`config.mk`:
```
export PLATFORM = sky130hd
export DESIGN_NAME = dive_sample_word_decoder
export DESIGN_NICKNAME = d
export VERILOG_FILES = /design/src/design/dsw_pkg.sv /design/src/design/dive_sample_word_decoder.sv
export SDC_FILE = /design/constraint.sdc
export NUM_CORES = 1
export LEC_CHECK = 0
export BUFFER_PORTS_ARGS = -buffer_cell sky130_fd_sc_hd__buf_2
export CORE_ASPECT_RATIO = 0.6
export CORE_MARGIN = 3
export CORE_UTILIZATION = 40
export CTS_CLUSTER_SIZE = 16
export DETAILED_ROUTE_END_ITERATION = 10
export GPL_TIMING_DRIVEN = 0
export SETUP_SLACK_MARGIN = 0.4
export SLEW_MARGIN = 25
export SYNTH_ARGS = -nofsm -noshare
export SYNTH_HDL_FRONTEND = slang
export SYNTH_SLANG_ARGS = --single-unit
export TNS_END_PERCENT = 10
```
`constraint.sdc`:
```
create_clock -name i_clk -period 6 [get_ports i_clk]
set_input_delay 0.6 -clock i_clk [delete_from_list [all_inputs] [get_ports i_clk]]
set_output_delay 0.6 -clock i_clk [all_outputs]
set_load 0.02 [all_outputs]
```
`src/design/dsw_pkg.sv`:
```
// Package for the dive sample word decoder.
// Holds the sample type codes, event kind codes, dive mode codes and the event type.
// No dependencies.
package dsw_pkg;

    localparam int NumEvents = 6;
    localparam int CountW    = 3;

    // Sample word type, bits 1:0
    localparam logic [1:0] TYPE_DEPTH_A = 2'd0;
    localparam logic [1:0] TYPE_DEPTH_B = 2'd1;
    localparam logic [1:0] TYPE_SURFACE = 2'd2;
    localparam logic [1:0] TYPE_TEMP    = 2'd3;

    // Event kinds
    localparam logic [1:0] KIND_TIME  = 2'd0;
    localparam logic [1:0] KIND_TEMP  = 2'd1;
    localparam logic [1:0] KIND_DEPTH = 2'd2;
    localparam logic [1:0] KIND_GAS   = 2'd3;

    // Dive modes
    localparam logic [1:0] MODE_SCUBA    = 2'd0;
    localparam logic [1:0] MODE_NITROX   = 2'd1;
    localparam logic [1:0] MODE_FREEDIVE = 2'd2;
    localparam logic [1:0] MODE_GAUGE    = 2'd3;

    localparam logic [2:0] INTERVAL_FREEDIVE = 3'd2;
    localparam logic [2:0] INTERVAL_DEFAULT  = 3'd5;

    typedef struct packed {
        logic [1:0]  kind;
        logic [31:0] value;
    } t_event;

endpackage

```
`src/design/dive_sample_word_decoder.sv`:
```
// Dive sample word decoder top level.
// Decodes 16-bit sample words into time, temperature, depth and gas events.
// Depends on dsw_pkg.

// A sample word is decoded in the cycle it is accepted: the running state
// (elapsed seconds, gas, pending temperature) updates at once and the events
// a depth or surface word causes, two to six, are loaded into an output queue
// that issues one event per cycle while the master side is ready. Such a word
// therefore occupies the output until all of its events are taken, and the
// next word is taken in the same cycle as the last event of the previous
// one, so words stream back to back. A temperature word causes no event.
// first_of_dive on tuser clears the running state before its word;
// dive_mode is kept and should only be written while no events are
// outstanding.
module dive_sample_word_decoder
    import dsw_pkg::*;
(
    input  logic        i_clk,
    input  logic        i_rst_n,
    input  logic        i_cfg_wr_en,
    input  logic [1:0]  i_cfg_wr_data,      // dive_mode
    input  logic        i_s_axis_tvalid,
    output logic        o_s_axis_tready,
    input  logic [15:0] i_s_axis_tdata,     // [15:0] sample_word
    input  logic        i_s_axis_tuser,     // [0] first_of_dive
    output logic        o_m_axis_tvalid,
    input  logic        i_m_axis_tready,
    output logic [31:0] o_m_axis_tdata,     // [31:0] event_value
    output logic [1:0]  o_m_axis_tuser,     // [1:0] event_kind
    output logic        o_m_axis_tlast      // last_event
);

    logic [1:0]  r_mode;
    logic [31:0] r_elapsed;
    logic        r_gas;
    logic        r_prev_gas;
    logic        r_prev_known;
    logic [13:0] r_temp;
    logic        r_temp_pend;

    t_event              r_ev [NumEvents];
    logic [CountW-1:0]   r_cnt;

    t_event              n_ev [NumEvents];
    logic [CountW-1:0]   n_cnt;

    logic        accept, pop, pop_last, load;
    logic [1:0]  wtype;
    logic [13:0] wvalue;
    logic        clr;
    logic [2:0]  interval;
    logic [31:0] e_elapsed;
    logic        e_gas, e_prev_gas, e_prev_known, e_temp_pend;
    logic [13:0] e_temp;
    logic [32:0] sum_int, sum_val;
    logic [31:0] t_int, t_val, t_final;
    logic        is_surface, surf_long;
    logic [10:0] new_depth;
    logic        new_gas;
    logic        gas_evt;

    assign wtype  = i_s_axis_tdata[1:0];
    assign wvalue = i_s_axis_tdata[15:2];
    assign clr    = i_s_axis_tuser;

    assign o_m_axis_tvalid = (r_cnt != '0);
    assign pop             = o_m_axis_tvalid && i_m_axis_tready;
    assign pop_last        = pop && (r_cnt == CountW'(1));
    assign o_s_axis_tready = !o_m_axis_tvalid || pop_last;
    assign accept          = i_s_axis_tvalid && o_s_axis_tready;
    assign load            = accept && (wtype != TYPE_TEMP);

    assign o_m_axis_tdata = r_ev[0].value;
    assign o_m_axis_tuser = r_ev[0].kind;
    assign o_m_axis_tlast = (r_cnt == CountW'(1));

    // Running state as seen by this word, after an optional new-dive clear
    assign e_elapsed    = clr ? '0 : r_elapsed;
    assign e_gas        = clr ? 1'b0 : r_gas;
    assign e_prev_gas   = clr ? 1'b0 : r_prev_gas;
    assign e_prev_known = clr ? 1'b0 : r_prev_known;
    assign e_temp_pend  = clr ? 1'b0 : r_temp_pend;
    assign e_temp       = clr ? '0 : r_temp;

    assign interval = (r_mode == MODE_FREEDIVE) ? INTERVAL_FREEDIVE : INTERVAL_DEFAULT;

    // Saturating sums; interval then remainder equals a single saturating add
    assign sum_int = {1'b0, e_elapsed} + 33'(interval);
    assign sum_val = {1'b0, e_elapsed} + 33'(wvalue);
    assign t_int   = sum_int[32] ? '1 : sum_int[31:0];
    assign t_val   = sum_val[32] ? '1 : sum_val[31:0];

    assign is_surface = (wtype == TYPE_SURFACE);
    assign surf_long  = is_surface && (wvalue > 14'(interval));
    assign t_final    = is_surface ? t_val : t_int;
    assign new_depth  = is_surface ? '0 : wvalue[10:0];
    assign new_gas    = is_surface ? e_gas : wvalue[11];
    assign gas_evt    = ((r_mode == MODE_SCUBA) || (r_mode == MODE_NITROX))
                        && (!e_prev_known || (new_gas != e_prev_gas));

    // Build the event list for this word, or shift the queue on a take
    always_comb begin
        logic [CountW-1:0] idx;
        t_event            fresh [NumEvents];
        idx = '0;
        for (int k = 0; k < NumEvents; k++) begin
            fresh[k] = '{kind: KIND_TIME, value: '0};
        end
        if (surf_long) begin
            fresh[0] = '{kind: KIND_TIME, value: t_int};
            fresh[1] = '{kind: KIND_DEPTH, value: '0};
            idx = CountW'(2);
        end
        fresh[idx] = '{kind: KIND_TIME, value: t_final};
        idx = idx + CountW'(1);
        if (e_temp_pend) begin
            fresh[idx] = '{kind: KIND_TEMP, value: 32'(e_temp)};
            idx = idx + CountW'(1);
        end
        fresh[idx] = '{kind: KIND_DEPTH, value: 32'(new_depth)};
        idx = idx + CountW'(1);
        if (gas_evt) begin
            fresh[idx] = '{kind: KIND_GAS, value: 32'(new_gas)};
            idx = idx + CountW'(1);
        end

        for (int k = 0; k < NumEvents; k++) begin
            n_ev[k] = r_ev[k];
        end
        n_cnt = r_cnt;
        if (load) begin
            for (int k = 0; k < NumEvents; k++) begin
                n_ev[k] = fresh[k];
            end
            n_cnt = idx;
        end else if (pop) begin
            for (int k = 0; k < NumEvents - 1; k++) begin
                n_ev[k] = r_ev[k+1];
            end
            n_cnt = r_cnt - CountW'(1);
        end
    end

    always_ff @(posedge i_clk) begin
        if (!i_rst_n) begin
            r_mode       <= MODE_SCUBA;
            r_elapsed    <= '0;
            r_gas        <= 1'b0;
            r_prev_gas   <= 1'b0;
            r_prev_known <= 1'b0;
            r_temp       <= '0;
            r_temp_pend  <= 1'b0;
            r_cnt        <= '0;
        end else begin
            r_cnt <= n_cnt;
            if (i_cfg_wr_en) begin
                r_mode <= i_cfg_wr_data;
            end
            if (accept) begin
                if (wtype == TYPE_TEMP) begin
                    r_elapsed    <= e_elapsed;
                    r_gas        <= e_gas;
                    r_prev_gas   <= e_prev_gas;
                    r_prev_known <= e_prev_known;
                    r_temp       <= wvalue;
                    r_temp_pend  <= 1'b1;
                end else begin
                    r_elapsed    <= t_final;
                    r_gas        <= new_gas;
                    r_prev_gas   <= gas_evt ? new_gas : e_prev_gas;
                    r_prev_known <= e_prev_known || gas_evt;
                    r_temp       <= e_temp;
                    r_temp_pend  <= 1'b0;
                end
            end
        end
    end

    // Event queue payload, no reset
    always_ff @(posedge i_clk) begin
        for (int k = 0; k < NumEvents; k++) begin
            r_ev[k] <= n_ev[k];
        end
    end

endmodule

```
==> flow_summary.json <==
{
  "max_stage_delay_ps": 440,
  "pwr-share-clk_pct": 21.5,
  "worstMarginPinSlew_ps": 1120,
  "synthAdderAreaFrac_pct": 2.54,
  "syn_area_per_cell_um2": 9.23,
  "critPathKind": "input pin to register",
  "power_leakage_nw": 4.77,
  "ys.flop_type": "edfxtp_1",
  "finClkSkew_ps": 10.8,
  "synth-simple-area-share_pct": 20.5,
  "ys_seq_area_share_pct": 46.6,
  "path_clk_slew_ps": 70,
  "ys_ff_latch": 199,
  "fin_crit_sh_pct": 94.7,
  "critPathRequiredTime_ps": 6130,
  "max-vdd-ir-drop_mv": 0.243,
  "post_drt_wl_per_cell_um": 27.8,
  "cp-startpoint": "i_s_axis_tuser",
  "reg2regPathDepth": 16,
  "synth-edff-count": 144,
  "hold_viol": 0,
  "setup_violations": 0,
  "place_inst": 1689,
  "drcViolationCount": 0,
  "row_count": 47,
  "cts_setup_buffers": 0,
  "h-tree-depth": 4,
  "intPower_mw": 3.51,
  "r2r-start": "r_mode[1]",
  "cts.sinks": 199,
  "grt_max_degree": 48,
  "cts_buffers": 17,
  "fin_nets": 1387,
  "outcome": "finished, final reports clean",
  "hp-class": "input pin to register",
  "synthesis.area_um2": 11600,
  "power_frac_comb_pct": 36.4,
  "fmax_mhz": 176,
  "dr.pass1.iters": 6,
  "antenna_found_initial": 1,
  "rsz0062_at_grt": "true",
  "cp_top_family": "buffers and inverters",
  "synth_xor_xnor_area_share_pct": 3.76,
  "final_cells": 1721,
  "yosys.area.top_type": "edfxtp_1",
  "crit_path_end": "r_ev[0][9]",
  "pwr-share-seq_pct": 42.2,
  "ff2ff_setup_slack_ps": 390,
  "cts_tree": "built",
  "grt_pass1_wl_mm": 69.1,
  "report.final.slew_viol_count": 0,
  "cp_slowest_cell": "o221ai_1",
  "synth_fp_nets": 1308,
  "boundaryPins": 61,
  "track_usage_pct": 30.4,
  "synthCells": 1262,
  "vias": 11100,
  "crit_path_end_kind": "register",
  "core-area_um2": 28100,
  "slew_headroom_pct": 25.0,
  "p_sw_mw": 2.25,
  "crit_chain": "buf_2 -> buf_4 -> buf_6 -> buf_2 -> clkbuf_4 -> clkbuf_2 -> buf_2 -> nor2b_1 -> ha_1 -> ha_1 -> o21ai_0 -> a211oi_4 -> and3_1 -> nand2_2 -> nand2_2 -> o221ai_1 -> o311ai_2",
  "antenna_cells": 0,
  "swShare_pct": 39.1,
  "dp_slack_ps": -1300,
  "area_delta_synth_final_pct": 13.1,
  "crit_buf_inv": 7,
  "root_buffer": "clkbuf_16",
  "clkLatencyLatePin_ps": 470,
  "async_reset_ff_share_pct": 0,
  "start_util_pct": 41.4,
  "via_per_inst": 6.47,
  "crit_fanout": 10,
  "worst_slack_ps": 316,
  "drive_above_1_share_pct": 12.3,
  "p_total_mw": 5.76,
  "drtAntennaViolNets": 0,
  "synthMuxAreaShare_pct": 0.956,
  "gp_congestion": 1.01,
  "grt_pass1_vias": 10000,
  "synth_top_area_share_pct": 37.1,
  "die_y_um": 138,
  "drtIter0Drc": 1693,
  "die-area_um2": 31300,
  "synth_compound_area_share_pct": 21.7,
  "yosys.cell_types.count": 86,
  "finalCriticalPeriod_ps": 5680,
  "synthTopCellsByArea": "edfxtp_1 (37%), dfxtp_1 (9.5%), nand2_1 (6.3%), o21ai_0 (4.9%), nor2_1 (3.2%)",
  "synth_top_family_by_area": "compound AO/OA/AOI/OAI gates",
  "yosysWarningCount": 0,
  "die_x_um": 226,
  "wirelength_mm": 47.8,
  "crit_arrival_ps": 5810,
  "reg2reg_to": "r_ev[0][9]",
  "crit_path_frequent_cell": "buf_2",
  "start_kind": "input pin",
  "path_depth": 17,
  "port_buffers": 58,
  "dp_hpwl_mm": 35.1,
  "drv_cap": 0,
  "grt_overflow_total": 0,
  "cts.path.max_buffers": 2,
  "power_density_nw_per_um2": 438
}
[cells in the final DEF (no fill, tap or decap), drive strengths merged, types with 13 or more instances in the layout]
master / n
xor2: 20
edfxtp: 144
xnor2: 30
clkbuf: 73
and2: 28
nor2b: 41
nand3: 38
nor3: 21
a21oi: 58
o22ai: 14
buf: 94
a32oi: 27
and3: 13
o21ai: 126
nand4: 13
dfxtp: 55
nor2: 100
ha: 22
nand2: 197
inv: 23
a22oi: 16
o221ai: 21
[routing by layer]
metal,global-route usage (%),part of all wire [%],up-vias
met2,36.1,35,811
met3,11.7,15,85
met4,9.26,2.4,4
met5,0.307,0.088,-
li1,-,-,4823
met1,48.9,47,5415
[registers in the layout, indices dropped and copies added, names as in the netlist, 2 cells and up]
signal     count
r_ev         144
r_temp        14
r_mode         2
r_elapsed     32
r_cnt          3
[cell type report]
cell class                      instances  area [um2]
Timing Repair Buffer                   60         345
Buffer                                 89         412
Multi-Input combinational cell        955        5850
Clock buffer                           18         439
Clock inverter                         14         171
Sequential cell                       199        5430
Tap cell                              367         459
Inverter                               19        71.3
Fill cell                            2696       14900
[worst min path at each step]
stage | startpoint | end | slack [ps] | cells after the start
floorplan | r_elapsed[26] | r_elapsed[26] | 440 | 2
CTS | i_cfg_wr_data[1] | r_mode[1] | 380 | 3
global route | i_cfg_wr_data[1] | r_mode[1] | 400 | 3
global placement | r_elapsed[0] | r_elapsed[0] | 460 | 1
detailed placement | r_elapsed[0] | r_elapsed[0] | 460 | 1
finish | i_cfg_wr_data[0] | r_mode[0] | 390 | 3
[tightest hold or removal path, stage by stage]
cell and delay, ps:
buf_2 80, mux2i_1 50, nor2b_1 90
[synthesized netlist by cell type (all sizes together), types with 13 or more instances]
| library cell | instances |
|---|---|
| nor2b | 41 |
| xor2 | 20 |
| nor2 | 100 |
| o21ai | 126 |
| nand2 | 197 |
| clkbuf | 56 |
| a22oi | 16 |
| edfxtp | 144 |
| a32oi | 27 |
| nand4 | 13 |
| a21oi | 58 |
| o221ai | 21 |
| inv | 19 |
| xnor2 | 30 |
| ha | 22 |
| nor3 | 21 |
| and3 | 13 |
| dfxtp | 55 |
| and2 | 28 |
| nand3 | 38 |
| buf | 33 |
| o22ai | 14 |
[timing repair]
action,4_1_cts,5_1_grt
pin swaps,0,1
endpoints found under the setup margin,93,64
resized for setup,11,14
hold buffers,0,0
[logic make-up after synthesis]
group,after synthesis
buffers and inverters,108
and+or+nand+nor,497
DFF,199
muxes,11
AOI/OAI and AO/OA,373
adders and majority gates,24
xor gates and xnor gates,50
[power by group through the flow]
stage                     combinational, mW  sequential [mW]  clock [mW]
after floorplan                        1.05             2.64           0
after global placement                 1.91             2.53           0
after detailed placement               2.02             2.45           0
after CTS                              2.03             2.43        1.25
after global routing                   2.24             2.48        1.30
final                                  2.10             2.43        1.24
[through the flow]
step	TNS, ps	utilization [%]	instance area, um2	hold slack [ps]
CTS	0	46.6	13100	380
global placement	-413370	44.1	12400	459
detailed placement	-44780	44.3	12500	464
floorplan	0	-	11600	440
global route	0	46.9	13200	398
finish	0	46.9	13200	391
Power figures use the tool's default switching activity.
